===== src/rtl/rlc_pkg.sv =====
// rlc_pkg: shared types and constants for the run-length compressor.
// Command format between classifier and emitter, literal store write port.
// No dependencies.
`default_nettype none

package rlc_pkg;

    localparam int LANES     = 4;
    localparam int CNT_W     = 8;
    localparam int ROW_W     = 6;
    localparam int Q_DEPTH   = 4;
    localparam int Q_PTR_W   = 2;
    localparam int S_TDATA_W = 8;
    localparam int M_TDATA_W = 40;

    localparam logic [7:0] HDR_REP = 8'h80;

    typedef enum logic {
        CMD_LIT,
        CMD_REP
    } t_cmd_kind;

    typedef struct packed {
        t_cmd_kind          kind;
        logic               bank;
        logic [CNT_W-1:0]   cnt;
        logic [7:0]         val;
        logic               last;
        logic               done;
    } t_cmd;

    typedef struct packed {
        logic               en;
        logic               bank;
        logic [ROW_W-1:0]   row;
        logic [1:0]         lane;
        logic [7:0]         data;
    } t_lit_wr;

    typedef struct packed {
        logic en;
        logic bank;
    } t_bank_rel;

    typedef enum logic [2:0] {
        OP_FINISH,
        OP_REP_ADD,
        OP_REP_CLOSE,
        OP_LIT_FLUSH,
        OP_REP_OPEN,
        OP_LIT_PUSH
    } t_front_op;

    typedef enum logic {
        BK_IDLE,
        BK_EMIT
    } t_bk_state;

endpackage

`default_nettype wire


===== src/rtl/rlc_cmd_fifo.sv =====
// rlc_cmd_fifo: short command queue between classifier and emitter.
// Depends on rlc_pkg.
`default_nettype none

module rlc_cmd_fifo (
    input  wire logic          i_clk,
    input  wire logic          i_rst_n,
    input  wire logic          i_push,
    input  wire rlc_pkg::t_cmd i_cmd,
    input  wire logic          i_pop,
    output rlc_pkg::t_cmd      o_head,
    output logic               o_empty,
    output logic               o_full
);
    import rlc_pkg::*;

    t_cmd               r_mem [Q_DEPTH];
    logic [Q_PTR_W-1:0] r_wp, n_wp;
    logic [Q_PTR_W-1:0] r_rp, n_rp;
    logic [Q_PTR_W:0]   r_cnt, n_cnt;

    always_comb begin
        n_wp  = r_wp;
        n_rp  = r_rp;
        n_cnt = r_cnt;
        if (i_push) begin
            n_wp = r_wp + Q_PTR_W'(1);
        end
        if (i_pop) begin
            n_rp = r_rp + Q_PTR_W'(1);
        end
        if (i_push && !i_pop) begin
            n_cnt = r_cnt + (Q_PTR_W+1)'(1);
        end else if (i_pop && !i_push) begin
            n_cnt = r_cnt - (Q_PTR_W+1)'(1);
        end
    end

    always_ff @(posedge i_clk) begin
        if (!i_rst_n) begin
            r_wp  <= '0;
            r_rp  <= '0;
            r_cnt <= '0;
        end else begin
            r_wp  <= n_wp;
            r_rp  <= n_rp;
            r_cnt <= n_cnt;
        end
    end

    always_ff @(posedge i_clk) begin
        if (i_push) begin
            r_mem[r_wp] <= i_cmd;
        end
    end

    assign o_head  = r_mem[r_rp];
    assign o_empty = (r_cnt == '0);
    assign o_full  = (r_cnt == (Q_PTR_W+1)'(Q_DEPTH));

endmodule

`default_nettype wire


===== src/rtl/rlc_front.sv =====
// rlc_front: takes input bytes, keeps the two-byte lookahead and run state,
// writes literal bytes to the store and queues chunk commands. Uses rlc_pkg.
`default_nettype none

module rlc_front #(
    parameter int MAX_CHUNK = 128
) (
    input  wire logic                       i_clk,
    input  wire logic                       i_rst_n,
    input  wire logic                       i_s_tvalid,
    output logic                            o_s_tready,
    input  wire logic [rlc_pkg::S_TDATA_W-1:0] i_s_tdata,
    input  wire logic                       i_s_tlast,
    output logic                            o_push,
    output rlc_pkg::t_cmd                   o_push_cmd,
    input  wire logic                       i_full,
    output rlc_pkg::t_lit_wr                o_wr,
    input  wire rlc_pkg::t_bank_rel         i_rel
);
    import rlc_pkg::*;

    localparam int CW = $clog2(MAX_CHUNK + 1);

    logic [7:0]    r_q [3];
    logic [7:0]    n_q [3];
    logic [1:0]    r_qn, n_qn;
    logic          r_end, n_end;
    logic          r_active, n_active;
    logic          r_in_rep, n_in_rep;
    logic [7:0]    r_rep_val, n_rep_val;
    logic [CW-1:0] r_rep_cnt, n_rep_cnt;
    logic [CW-1:0] r_lit_cnt, n_lit_cnt;
    logic          r_bank, n_bank;
    logic [1:0]    r_busy, n_busy;
    logic          r_held_v, n_held_v;
    t_cmd          r_held_cmd, n_held_cmd;

    t_front_op     w_op;
    logic          w_eq3;
    logic          w_cmd_v;
    t_cmd          w_cmd;
    logic [CW-1:0] w_inc_lit;
    logic [CW-1:0] w_inc_rep;
    logic [7:0]    w_pos;
    logic          w_stall;
    logic          w_go;
    logic          w_ready;

    // decision for the byte at the head of the lookahead
    always_comb begin
        w_eq3 = (r_qn == 2'd3) && (r_q[0] == r_q[1]) && (r_q[0] == r_q[2]);
        priority if (r_in_rep) begin
            if (r_qn == 2'd0) begin
                w_op = OP_FINISH;
            end else if ((r_q[0] == r_rep_val) && !(r_end && (r_qn == 2'd1))) begin
                w_op = OP_REP_ADD;
            end else begin
                w_op = OP_REP_CLOSE;
            end
        end else if (r_qn == 2'd3) begin
            if (w_eq3) begin
                w_op = (r_lit_cnt != '0) ? OP_LIT_FLUSH : OP_REP_OPEN;
            end else begin
                w_op = OP_LIT_PUSH;
            end
        end else if (r_end) begin
            if (r_qn != 2'd0) begin
                w_op = OP_LIT_PUSH;
            end else if (r_lit_cnt != '0) begin
                w_op = OP_LIT_FLUSH;
            end else begin
                w_op = OP_FINISH;
            end
        end else begin
            w_op = OP_FINISH;
        end
    end

    always_comb begin
        w_inc_lit = r_lit_cnt + CW'(1);
        w_inc_rep = r_rep_cnt + CW'(1);
        w_pos     = 8'(r_lit_cnt) + 8'd1;
        w_cmd_v   = 1'b0;
        w_cmd     = '{kind: CMD_LIT, bank: r_bank, cnt: CNT_W'(r_lit_cnt),
                      val: r_rep_val, last: 1'b0, done: 1'b0};
        unique case (w_op)
            OP_REP_ADD: begin
                if (w_inc_rep == CW'(MAX_CHUNK)) begin
                    w_cmd_v   = 1'b1;
                    w_cmd.kind = CMD_REP;
                    w_cmd.cnt  = CNT_W'(w_inc_rep);
                end
            end
            OP_REP_CLOSE: begin
                if (r_rep_cnt != '0) begin
                    w_cmd_v   = 1'b1;
                    w_cmd.kind = CMD_REP;
                    w_cmd.cnt  = CNT_W'(r_rep_cnt);
                end
            end
            OP_LIT_FLUSH: begin
                w_cmd_v = 1'b1;
            end
            OP_REP_OPEN: begin
                if (MAX_CHUNK == 1) begin
                    w_cmd_v   = 1'b1;
                    w_cmd.kind = CMD_REP;
                    w_cmd.cnt  = CNT_W'(1);
                    w_cmd.val  = r_q[0];
                end
            end
            OP_LIT_PUSH: begin
                if (w_inc_lit == CW'(MAX_CHUNK)) begin
                    w_cmd_v  = 1'b1;
                    w_cmd.cnt = CNT_W'(w_inc_lit);
                end
            end
            OP_FINISH: begin
            end
            default: begin
            end
        endcase
        w_stall = ((w_op == OP_LIT_PUSH) && r_busy[r_bank]) ||
                  (r_held_v && i_full && (w_cmd_v || (w_op == OP_FINISH)));
        w_go    = r_active && !w_stall;
    end

    always_comb begin
        n_q        = r_q;
        n_qn       = r_qn;
        n_end      = r_end;
        n_active   = r_active;
        n_in_rep   = r_in_rep;
        n_rep_val  = r_rep_val;
        n_rep_cnt  = r_rep_cnt;
        n_lit_cnt  = r_lit_cnt;
        n_bank     = r_bank;
        n_busy     = r_busy;
        n_held_v   = r_held_v;
        n_held_cmd = r_held_cmd;
        o_push     = 1'b0;
        o_push_cmd = r_held_cmd;
        o_wr       = '{en: 1'b0, bank: r_bank, row: w_pos[7:2], lane: w_pos[1:0],
                       data: r_q[0]};
        w_ready    = !r_active;

        if (i_rel.en) begin
            n_busy[i_rel.bank] = 1'b0;
        end

        if (w_go) begin
            unique case (w_op)
                OP_REP_ADD: begin
                    n_rep_cnt = w_cmd_v ? '0 : w_inc_rep;
                    n_q[0]    = r_q[1];
                    n_q[1]    = r_q[2];
                    n_qn      = r_qn - 2'd1;
                end
                OP_REP_CLOSE: begin
                    n_rep_cnt = '0;
                    n_in_rep  = 1'b0;
                end
                OP_LIT_FLUSH: begin
                    n_lit_cnt      = '0;
                    n_busy[r_bank] = 1'b1;
                    n_bank         = ~r_bank;
                end
                OP_REP_OPEN: begin
                    n_in_rep  = 1'b1;
                    n_rep_val = r_q[0];
                    n_rep_cnt = w_cmd_v ? '0 : CW'(1);
                    n_q[0]    = r_q[1];
                    n_q[1]    = r_q[2];
                    n_qn      = r_qn - 2'd1;
                end
                OP_LIT_PUSH: begin
                    o_wr.en = 1'b1;
                    if (w_cmd_v) begin
                        n_lit_cnt      = '0;
                        n_busy[r_bank] = 1'b1;
                        n_bank         = ~r_bank;
                    end else begin
                        n_lit_cnt = w_inc_lit;
                    end
                    n_q[0] = r_q[1];
                    n_q[1] = r_q[2];
                    n_qn   = r_qn - 2'd1;
                end
                OP_FINISH: begin
                    if (r_held_v) begin
                        o_push          = 1'b1;
                        o_push_cmd.last = 1'b1;
                        o_push_cmd.done = r_end;
                        n_held_v        = 1'b0;
                    end
                    n_active = 1'b0;
                    if (r_end) begin
                        n_qn      = '0;
                        n_in_rep  = 1'b0;
                        n_rep_val = '0;
                        n_rep_cnt = '0;
                        n_lit_cnt = '0;
                    end
                    w_ready = 1'b1;
                end
                default: begin
                end
            endcase
            if (w_cmd_v) begin
                if (r_held_v) begin
                    o_push = 1'b1;
                end
                n_held_cmd = w_cmd;
                n_held_v   = 1'b1;
            end
        end

        // accept overlaps the wrap-up of the previous byte
        if (i_s_tvalid && w_ready) begin
            n_q[n_qn] = i_s_tdata;
            n_qn      = n_qn + 2'd1;
            n_end     = i_s_tlast;
            n_active  = 1'b1;
        end
    end

    assign o_s_tready = w_ready;

    always_ff @(posedge i_clk) begin
        if (!i_rst_n) begin
            r_qn      <= '0;
            r_end     <= 1'b0;
            r_active  <= 1'b0;
            r_in_rep  <= 1'b0;
            r_rep_val <= '0;
            r_rep_cnt <= '0;
            r_lit_cnt <= '0;
            r_bank    <= 1'b0;
            r_busy    <= '0;
            r_held_v  <= 1'b0;
        end else begin
            r_qn      <= n_qn;
            r_end     <= n_end;
            r_active  <= n_active;
            r_in_rep  <= n_in_rep;
            r_rep_val <= n_rep_val;
            r_rep_cnt <= n_rep_cnt;
            r_lit_cnt <= n_lit_cnt;
            r_bank    <= n_bank;
            r_busy    <= n_busy;
            r_held_v  <= n_held_v;
        end
    end

    always_ff @(posedge i_clk) begin
        r_q        <= n_q;
        r_held_cmd <= n_held_cmd;
    end

endmodule

`default_nettype wire


===== src/rtl/rlc_back.sv =====
// rlc_back: literal store (two banks) and word emitter with output register.
// Turns queued chunk commands into words of one to four bytes. Uses rlc_pkg.
`default_nettype none

module rlc_back #(
    parameter int MAX_CHUNK = 128
) (
    input  wire logic                           i_clk,
    input  wire logic                           i_rst_n,
    input  wire rlc_pkg::t_lit_wr               i_wr,
    input  wire rlc_pkg::t_cmd                  i_head,
    input  wire logic                           i_empty,
    output logic                                o_pop,
    output rlc_pkg::t_bank_rel                  o_rel,
    output logic                                o_m_tvalid,
    input  wire logic                           i_m_tready,
    output logic [rlc_pkg::M_TDATA_W-1:0]       o_m_tdata,
    output logic                                o_m_tlast
);
    import rlc_pkg::*;

    localparam int ROWS  = (MAX_CHUNK + 4) / 4;
    localparam int DEPTH = 2 * ROWS;
    localparam int AW    = $clog2(DEPTH);

    logic [LANES-1:0][7:0] r_mem [DEPTH];
    logic [LANES-1:0][7:0] r_rd_data;

    t_bk_state             r_state, n_state;
    t_cmd                  r_cmd, n_cmd;
    logic [ROW_W-1:0]      r_row, n_row;
    logic                  r_out_valid, n_out_valid;
    logic [LANES-1:0][7:0] r_out_bytes, n_out_bytes;
    logic [2:0]            r_out_cnt, n_out_cnt;
    logic                  r_out_last, n_out_last;
    logic                  r_out_done, n_out_done;

    logic                  w_rd_en;
    logic                  w_rd_bank;
    logic [ROW_W-1:0]      w_rd_row;
    logic [AW-1:0]         w_rd_addr;
    logic [AW-1:0]         w_wr_addr;
    logic                  w_free;
    logic [8:0]            w_total;
    logic [8:0]            w_rem;
    logic                  w_final;
    logic [2:0]            w_cnt;
    logic [LANES-1:0][7:0] w_bytes;

    assign w_wr_addr = i_wr.bank ? (AW'(ROWS) + AW'(i_wr.row)) : AW'(i_wr.row);
    assign w_rd_addr = w_rd_bank ? (AW'(ROWS) + AW'(w_rd_row)) : AW'(w_rd_row);

    always_ff @(posedge i_clk) begin
        if (i_wr.en) begin
            r_mem[w_wr_addr][i_wr.lane] <= i_wr.data;
        end
        if (w_rd_en) begin
            r_rd_data <= r_mem[w_rd_addr];
        end
    end

    // word under construction
    always_comb begin
        w_free  = !r_out_valid || i_m_tready;
        w_total = (r_cmd.kind == CMD_LIT) ? (9'(r_cmd.cnt) + 9'd1) : 9'd2;
        w_rem   = w_total - 9'({r_row, 2'b00});
        w_final = (w_rem <= 9'(LANES));
        w_cnt   = w_final ? w_rem[2:0] : 3'(LANES);
        if (r_cmd.kind == CMD_LIT) begin
            w_bytes = r_rd_data;
            if (r_row == '0) begin
                w_bytes[0] = {1'b0, 7'(r_cmd.cnt - 8'd1)};
            end
        end else begin
            w_bytes    = '0;
            w_bytes[0] = HDR_REP | {1'b0, 7'(r_cmd.cnt - 8'd1)};
            w_bytes[1] = r_cmd.val;
        end
        for (int k = 0; k < LANES; k++) begin
            if (3'(k) >= w_cnt) begin
                w_bytes[k] = '0;
            end
        end
    end

    always_comb begin
        n_state     = r_state;
        n_cmd       = r_cmd;
        n_row       = r_row;
        n_out_valid = r_out_valid;
        n_out_bytes = r_out_bytes;
        n_out_cnt   = r_out_cnt;
        n_out_last  = r_out_last;
        n_out_done  = r_out_done;
        o_pop       = 1'b0;
        o_rel       = '{en: 1'b0, bank: r_cmd.bank};
        w_rd_en     = 1'b0;
        w_rd_bank   = r_cmd.bank;
        w_rd_row    = r_row + ROW_W'(1);

        if (r_out_valid && i_m_tready) begin
            n_out_valid = 1'b0;
        end

        unique case (r_state)
            BK_IDLE: begin
                if (!i_empty) begin
                    o_pop     = 1'b1;
                    n_cmd     = i_head;
                    n_row     = '0;
                    w_rd_en   = (i_head.kind == CMD_LIT);
                    w_rd_bank = i_head.bank;
                    w_rd_row  = '0;
                    n_state   = BK_EMIT;
                end
            end
            BK_EMIT: begin
                if (w_free) begin
                    n_out_valid = 1'b1;
                    n_out_bytes = w_bytes;
                    n_out_cnt   = w_cnt;
                    n_out_last  = w_final && r_cmd.last;
                    n_out_done  = w_final && r_cmd.done;
                    if (w_final) begin
                        o_rel.en = (r_cmd.kind == CMD_LIT);
                        n_state  = BK_IDLE;
                    end else begin
                        n_row   = r_row + ROW_W'(1);
                        w_rd_en = 1'b1;
                    end
                end
            end
            default: begin
                n_state = BK_IDLE;
            end
        endcase
    end

    always_ff @(posedge i_clk) begin
        if (!i_rst_n) begin
            r_state     <= BK_IDLE;
            r_out_valid <= 1'b0;
        end else begin
            r_state     <= n_state;
            r_out_valid <= n_out_valid;
        end
    end

    always_ff @(posedge i_clk) begin
        r_cmd       <= n_cmd;
        r_row       <= n_row;
        r_out_bytes <= n_out_bytes;
        r_out_cnt   <= n_out_cnt;
        r_out_last  <= n_out_last;
        r_out_done  <= n_out_done;
    end

    assign o_m_tvalid = r_out_valid;
    assign o_m_tdata  = {4'b0000, r_out_last, r_out_cnt, r_out_bytes};
    assign o_m_tlast  = r_out_done;

endmodule

`default_nettype wire


===== src/rtl/rle_literal_repeat_compressor_top.sv =====
// Run-length compressor: one byte in, chunks out (header = count-1, bit 7 set for a repeat) as 1..4 byte words.
// Front end: each byte takes a decision step, and its wrap-up overlaps the next byte's transfer;
// a run close or a literal flush ahead of a repeat adds a step, and stream end adds closing steps;
// emitter gives one word a cycle while the output is ready, and returns to idle between chunks.
// Reset: synchronous, active low; clears run state and queue, leaves the literal store.
`default_nettype none

module rle_literal_repeat_compressor_top #(
    parameter int MAX_CHUNK = 128
) (
    input  wire logic                           i_clk,
    input  wire logic                           i_rst_n,
    input  wire logic                           i_s_axis_tvalid,
    output logic                                o_s_axis_tready,
    // [7:0] data_byte
    input  wire logic [rlc_pkg::S_TDATA_W-1:0]  i_s_axis_tdata,
    input  wire logic                           i_s_axis_tlast,
    output logic                                o_m_axis_tvalid,
    input  wire logic                           i_m_axis_tready,
    // [7:0] byte_0, [15:8] byte_1, [23:16] byte_2, [31:24] byte_3,
    // [34:32] byte_count, [35] last_of_burst, [39:36] zero
    output logic [rlc_pkg::M_TDATA_W-1:0]       o_m_axis_tdata,
    output logic                                o_m_axis_tlast
);
    import rlc_pkg::*;

    logic      w_push;
    t_cmd      w_push_cmd;
    logic      w_full;
    logic      w_empty;
    logic      w_pop;
    t_cmd      w_head;
    t_lit_wr   w_wr;
    t_bank_rel w_rel;

    rlc_front #(
        .MAX_CHUNK (MAX_CHUNK)
    ) u_front (
        .i_clk      (i_clk),
        .i_rst_n    (i_rst_n),
        .i_s_tvalid (i_s_axis_tvalid),
        .o_s_tready (o_s_axis_tready),
        .i_s_tdata  (i_s_axis_tdata),
        .i_s_tlast  (i_s_axis_tlast),
        .o_push     (w_push),
        .o_push_cmd (w_push_cmd),
        .i_full     (w_full),
        .o_wr       (w_wr),
        .i_rel      (w_rel)
    );

    rlc_cmd_fifo u_fifo (
        .i_clk   (i_clk),
        .i_rst_n (i_rst_n),
        .i_push  (w_push),
        .i_cmd   (w_push_cmd),
        .i_pop   (w_pop),
        .o_head  (w_head),
        .o_empty (w_empty),
        .o_full  (w_full)
    );

    rlc_back #(
        .MAX_CHUNK (MAX_CHUNK)
    ) u_back (
        .i_clk      (i_clk),
        .i_rst_n    (i_rst_n),
        .i_wr       (w_wr),
        .i_head     (w_head),
        .i_empty    (w_empty),
        .o_pop      (w_pop),
        .o_rel      (w_rel),
        .o_m_tvalid (o_m_axis_tvalid),
        .i_m_tready (i_m_axis_tready),
        .o_m_tdata  (o_m_axis_tdata),
        .o_m_tlast  (o_m_axis_tlast)
    );

`ifndef SYNTHESIS
    a_no_push_full: assert property (@(posedge i_clk) disable iff (!i_rst_n)
        w_push |-> !w_full)
        else $error("command queue overflow");

    a_no_pop_empty: assert property (@(posedge i_clk) disable iff (!i_rst_n)
        w_pop |-> !w_empty)
        else $error("command queue underflow");

    a_done_is_last: assert property (@(posedge i_clk) disable iff (!i_rst_n)
        (o_m_axis_tvalid && o_m_axis_tlast) |-> o_m_axis_tdata[35])
        else $error("stream end word not marked as end of burst");

    a_word_count: assert property (@(posedge i_clk) disable iff (!i_rst_n)
        o_m_axis_tvalid |-> (o_m_axis_tdata[34:32] != 3'd0 &&
                             o_m_axis_tdata[34:32] <= 3'd4))
        else $error("word byte count out of range");
`endif

endmodule

`default_nettype wire

===== config.mk =====
export PLATFORM = sky130hd
export DESIGN_NAME = rle_literal_repeat_compressor_top
export DESIGN_NICKNAME = d
export VERILOG_FILES = /design/src/rtl/rlc_pkg.sv /design/src/rtl/rlc_cmd_fifo.sv /design/src/rtl/rlc_front.sv /design/src/rtl/rlc_back.sv /design/src/rtl/rle_literal_repeat_compressor_top.sv
export SDC_FILE = /design/constraint.sdc
export NUM_CORES = 2
export LEC_CHECK = 0
export ABC_AREA = 1
export BUFFER_PORTS_ARGS = -buffer_cell sky130_fd_sc_hd__buf_2
export CAP_MARGIN = 15
export CORE_MARGIN = 3
export CORE_UTILIZATION = 48
export CTS_BUF_LIST = sky130_fd_sc_hd__clkbuf_8 sky130_fd_sc_hd__clkbuf_16
export DETAILED_ROUTE_END_ITERATION = 10
export PLACE_DENSITY = 0.64
export SKIP_LAST_GASP = 1
export SLEW_MARGIN = 20
export SYNTH_ARGS = -nofsm -noshare
export SYNTH_HDL_FRONTEND = slang
export SYNTH_SLANG_ARGS = --single-unit

===== constraint.sdc =====
create_clock -name i_clk -period 8 [get_ports i_clk]
set_input_delay 1.6 -clock i_clk [delete_from_list [all_inputs] [get_ports i_clk]]
set_output_delay 1.6 -clock i_clk [all_outputs]
set_load 0.1 [all_outputs]

# == Word-level counts from Yosys, hierarchy flattened ==
# Memories as Yosys holds them, arrays and structs flattened. A register that Yosys moved wholly into a read port is not among the register bits.
# Index checks and enable logic that the tools add are counted.
# totals
register_bits,147
ramBits,2192
input_bits,13
out_inout_bits,43
wordCells,252
memories,2
# classes
add_sub_neg,14
magnitude_cmp,13
eq_ne,18
n_mux,103
bitwise,9
reduce_logical,57
# mem_list
memory,words,word_bits,rd,rd_ports_with_merged_regs,write_ports,line_no,text
u_back.r_mem,66,32,1,1,1,rlc_back.sv:26,logic [LANES-1:0][7:0] r_mem [DEPTH];
u_fifo.r_mem,4,20,1,1,1,rlc_cmd_fifo.sv:17,t_cmd r_mem [Q_DEPTH];
# op_table
operator,n
8-bit two-way mux,9
16-bit two-way mux,3
8-bit one-hot mux with 3 select lines,2
1-bit two-way mux,40
8-bit demux with 2-bit select,2
32-bit two-way mux,1
8-bit one-hot mux with 4 select lines,1
3-bit two-way mux,10
6-bit two-way mux,5
2-bit two-way mux,13
24-bit bitwise mux,1
8-bit == test,3
24-bit two-way mux,1
1-bit logical AND,18
3-bit AND reduction,6
8-bit by 1-bit adder with 8-bit output (second input constant),2
8-bit == test (second input constant),2
8-bit one-hot mux with 2 select lines,1
8-bit nonzero test,2
6-bit by 6-bit adder with 7-bit output (first input constant),2
7-bit two-way mux,2
2-bit nonzero test,7
6-bit one-hot mux with 2 select lines,1
2-bit AND reduction,5
other kinds (44),75

# == Depth between registers and ports, before layout ==
# logic_depth
word_depth,22
ltp_mapped,25

# == Modules after synthesis ==
# A second synthesis with hierarchy kept.
# hier_totals
hier_cells,10472
area_unflattened_um2,105429.9
# modules_own_cells
mod,instances,cells_per_inst,area_each_um2,seq_area_each_um2
rlc_back,1,9614,97622.4,66313.6
rlc_front,1,606,4424.2,1761.7
rlc_cmd_fifo,1,252,3383.2,2582.5

# == Worst setup path before layout ==
# OpenSTA, ideal clock, no wires.
# synth_timing
path_type,reg-to-output
start,register u_front.r_q (netlist bit u_front.o_wr[6])
end,output port o_s_axis_tready
arrival_ps,5564
required_ps,6400
path_slack_ps,836
stages_incl_launch_ff,10
path_buffers,0
cell_sequence,dfxtp_1 o21ai_0 nand2_1 nor2_1 nand3_2 nand2_2 o31ai_1 inv_2 nand3_2 nand2_2
# synth_between
elab_chain_cells,14
elab_cells_between_ends,25
classes_between,7 x eq/ne; 8 x mux; 10 x reduce/logical
# synth_lines
item,line_no,text
start: declaration,rlc_front.sv:24,logic [7:0] r_q [3];
start signal: assignment,rlc_front.sv:256,r_q <= n_q;
8-bit == test,rlc_front.sv:51,w_eq3 = (r_qn == 2'd3) && (r_q[0] == r_q[1]) && (r_q[0] == r_q[2]);
1-bit logical AND (2 in series),rlc_front.sv:51,
3-bit two-way mux,rlc_front.sv:61,if (w_eq3) begin
3-bit two-way mux,rlc_front.sv:60,end else if (r_qn == 2'd3) begin
3-bit two-way mux *,rlc_front.sv:52,priority if (r_in_rep) begin
3-bit == test (tied with other cells),"rlc_front.sv:86, rlc_front.sv:123",
1-bit one-hot mux with 4 select lines,rlc_front.sv:86,unique case (w_op)
1-bit logical OR,rlc_front.sv:124,(r_held_v && i_full && (w_cmd_v || (w_op == OP_FINISH)));
1-bit logical AND,rlc_front.sv:124,
1-bit logical OR,rlc_front.sv:123,w_stall = ((w_op == OP_LIT_PUSH) && r_busy[r_bank]) ||
1-bit zero test,rlc_front.sv:125,w_go = r_active && !w_stall;
1-bit logical AND,rlc_front.sv:125,
1-bit two-way mux *,rlc_front.sv:151,if (w_go) begin
end: declaration,rle_literal_repeat_compressor_top.sv:14,"output logic o_s_axis_tready,"
# Every way passes the cells marked *; elsewhere a longest branch is shown, timed or not.

# == Worst setup path after layout ==
# layout_timing
start,register u_front.r_q (netlist bit u_front.o_wr[7])
end,output port o_s_axis_tready
# The elaborated chain is that of the path after synthesis.

==> flow_summary.yaml <==
drt:
  ant_nets: 0
  route.detailed.vias_per_inst: 5.80
  avgRoutedWirePerCell_um: 24.1
  post-route-drc-count: 0
  detail_route.first_pass.iterations: 6
  drt_first_iter_violations: 8371
  wirelength_um: 269000
  detailroute.via_count: 64600
floorplanning:
  placement_rows: 165
  start_util: 0.484
  boundaryPins: 56
  die_width_um: 458
  fp.dieArea_um2: 210000
  design.core.area_um2: 203000
  die_height_um: 458
cts:
  ctsRootBufferMaster: "clkbuf_16"
  cts.repair_timing.setup_buffer_count: 0
  cts.sink_count: 2373
  cts.path.max_buffers: 3
  path_clk_slew_ns: 0.07
  cts_buffers: 233
  htree_levels: 4
  cts-hold-fix-buffers: 0
  quantity_of_gates_resized_following_cts: 0
  clk-insertion-delay-late_ns: 0.88
  clock_tree_from_tritoncts: "yes"
timing:
  fmaxAchievable_mhz: 172
  finalSetupViolations: 0
  max_slew.worst_pin.slew_ns: 1.15
  layout_worst_path_cycle_share: 0.728
  finClkSkew_ns: 0.0389
  final-max-slew-violation-count: 0
  timing.max_slew.rel_slack: 0.231
  totalNegativeSetupSlack_ns: 0
  period_needed_ns: 5.82
  final-hold-violation-count: 0
  rsz_0062_raised_after_global_routing: "false"
layout:
  finalInstanceArea_um2: 108000
  area_growth_pct: 9.93
  num-nets-final: 8321
  drive_above_1_share: 0.0667
  final_core_util: 0.532
  fin_cells: 11100
critical_path:
  worst_r2r_path_cells: 19
  crit_path_max_fanout: 86
  startpoint_type: "flip-flop"
  crit_family: "simple AND/OR/NAND/NOR gates"
  slowest_stage: "buf_4"
  timing.critical_path.required_ns: 6.40
  worstPathCellList: "buf_4 > nand2_1 > nand2_1 > nor2_1 > nand2_1 > nor2_1 > nand3_2 > nand2_1 > nand2_2 > nand2_2 > nor2_8 > nand2_4 > nand2_4 > nand3_2 > nand2_2 > buf_2"
  worstPathBufferInverterCount: 2
  worst_setup_path_end_kind: "primary output"
  worst-path-stages: 16
  startpoint: "u_front.o_wr[7]"
  path_common_cell: "nand2_1"
  crit_arrival_ns: 4.22
  timing.critical_path.slowest_cell_delay_ns: 0.74
  capture_point_of_the_worst_reg_to_reg_path: "u_back.r_rd_data[26]"
  setup.worst_path.class: "flip-flop to primary output"
  setup.reg_to_reg.worst_slack_ns: 2.90
synthesis:
  syn_area_per_cell_um2: 11.7
  ys_types: 54
  ys_top_cells_by_area: "edfxtp_1 71%, nand3_1 9.1%, nand2_1 8.2%"
  yosys.area.top_type_share: 0.708
  yosys_warnings: 0
  post_synthesis_register_bit_count: 2373
  synth_sequential_area_ratio: 0.720
  synthesis.area_um2: 98100
  post_synth_inst_count: 8399
  synthDominantAreaCellType: "edfxtp_1"
placement:
  gp_congestion: 0.879
  numPlacedInstances: 10700
  detailed_place_hpwl_um: 156000
  placed_cell_area_um2: 101000
  port_buffers: 51
global_routing:
  grt_antenna_before_repair: 8
  grt.total_usage: 0.252
  first_pass_grt_wire_length_um: 399000
  first_global_vias: 61500
  grt_max_degree: 207
  gr-total-overflow: 0
flow_run:
  cap_violations: 0
min_path:
  worst_hold_path.endpoint: "u_front.r_busy[1]"
  timing.hold.worst_path_depth: 2
  hold_path.startpoint: "u_front.r_busy[1]"
  hold_class: "flip-flop to flip-flop"
status:
  run_status: "completed"
## cells by family (layout without fill, tap and decap cells)
| group | Yosys count | after routing | synth area share |
|---|---|---|---|
| DFF | 2373 | 2373 | 0.720 |
| muxes | 1 | 1 | 0.000115 |
| and+or+nand+nor | 4505 | 4505 | 0.198 |
| adders and majority gates | 34 | 34 | 0.00449 |
| other | 1 | 13 | 0.0000382 |
| buffers and inverters | 903 | 962 | 0.0395 |
| AOI/OAI and AO/OA | 558 | 558 | 0.0351 |
| xor gates and xnor gates | 24 | 24 | 0.00237 |
## area by class of cell
| class | count | area (um^2) |
|---|---|---|
| multi-input cells | 5126 | 23700 |
| repair buffers | 156 | 1460 |
| clock buffers | 238 | 5930 |
| clock inverters | 184 | 1210 |
| flip-flops and latches | 2373 | 70700 |
| well taps | 2672 | 3340 |
| fillers | 17000 | 94900 |
| diodes | 9 | 22.5 |
| inverters | 384 | 1450 |
## worst register-to-register path: cells and delay by family (launching register included)
family	cells	cell delay, ns
simple gates	13	1.99
flops	1	0.31
buf+inv	5	2.60
compound gates	1	0.09
## through the flow
stage	hold slack, ns	setup slack (ns)
2_1_floorplan	0.406	0.836
3_3_place_gp	0.464	2.92
3_5_place_dp	0.485	2.92
4_1_cts	0.498	2.05
5_1_grt	0.520	1.80
6_report	0.492	2.18
## registers in the layout (all words and copies together) (netlist names), 3 cells and up, named ones only
| register | cells |
|---|---|
| u_back.o_m_tdata | 32 |
| u_back.r_cmd | 19 |
| u_back.r_mem | 2112 |
| u_back.r_out_cnt | 3 |
| u_back.r_rd_data | 32 |
| u_back.r_row | 6 |
| u_fifo.r_cnt | 3 |
| u_fifo.r_mem | 80 |
| u_front.o_push_cmd | 18 |
| u_front.o_wr | 8 |
| u_front.r_lit_cnt | 8 |
| u_front.r_q | 8 |
| u_front.r_rep_cnt | 8 |
| u_front.r_rep_val | 8 |
## cell usage in the layout, fill, tap and decap left out, drive strengths merged, types with 32 or more instances in the layout
cell type / n
dfxtp: 60
nand2: 2170
nor2: 494
nand3: 1780
buf: 156
inv: 458
o21ai: 221
edfxtp: 2313
clkinv: 98
ha: 32
o211ai: 210
clkbuf: 238
a21oi: 83
## how the worst max path moves through the flow
stage	to	slack, ns
floorplan	o_s_axis_tready	0.84
global placement	u_back.r_rd_data[26]	2.92
detailed placement	u_back.r_rd_data[26]	2.92
CTS	o_s_axis_tready	2.05
global route	o_s_axis_tready	1.80
finish	o_s_axis_tready	2.18
## per-layer routing
metal,track usage,up-vias,part of all wire
li1,-,29400,-
met1,0.345,31800,0.40
met2,0.394,2963,0.46
met3,0.0498,512,0.086
met4,0.109,4,0.046
met5,0,-,0.00010
## cell usage after synthesis (all sizes together)
cell     count
o31ai        2
mux2         1
nor2       494
o21ai      221
inv        382
dfxtp       60
or2         29
a21oi       83
a31oi        1
clkbuf     200
nand3     1780
clkinv       2
nand2     2170
ha          32
a211oi       1
o2111ai      3
nand4       13
o211ai     210
o221ai       2
buf        319
and2b        1
nand3b       1
a221oi       1
and3         1
xor2        18
fa           2
xnor2        6
o21bai       1
conb         1
o22ai       23
edfxtp    2313
and2         1
o21a         1
a21boi       9
nor3        15
Power is not shown: default switching activity piles up to over one toggle a cycle in this logic, so the estimate is an artifact.
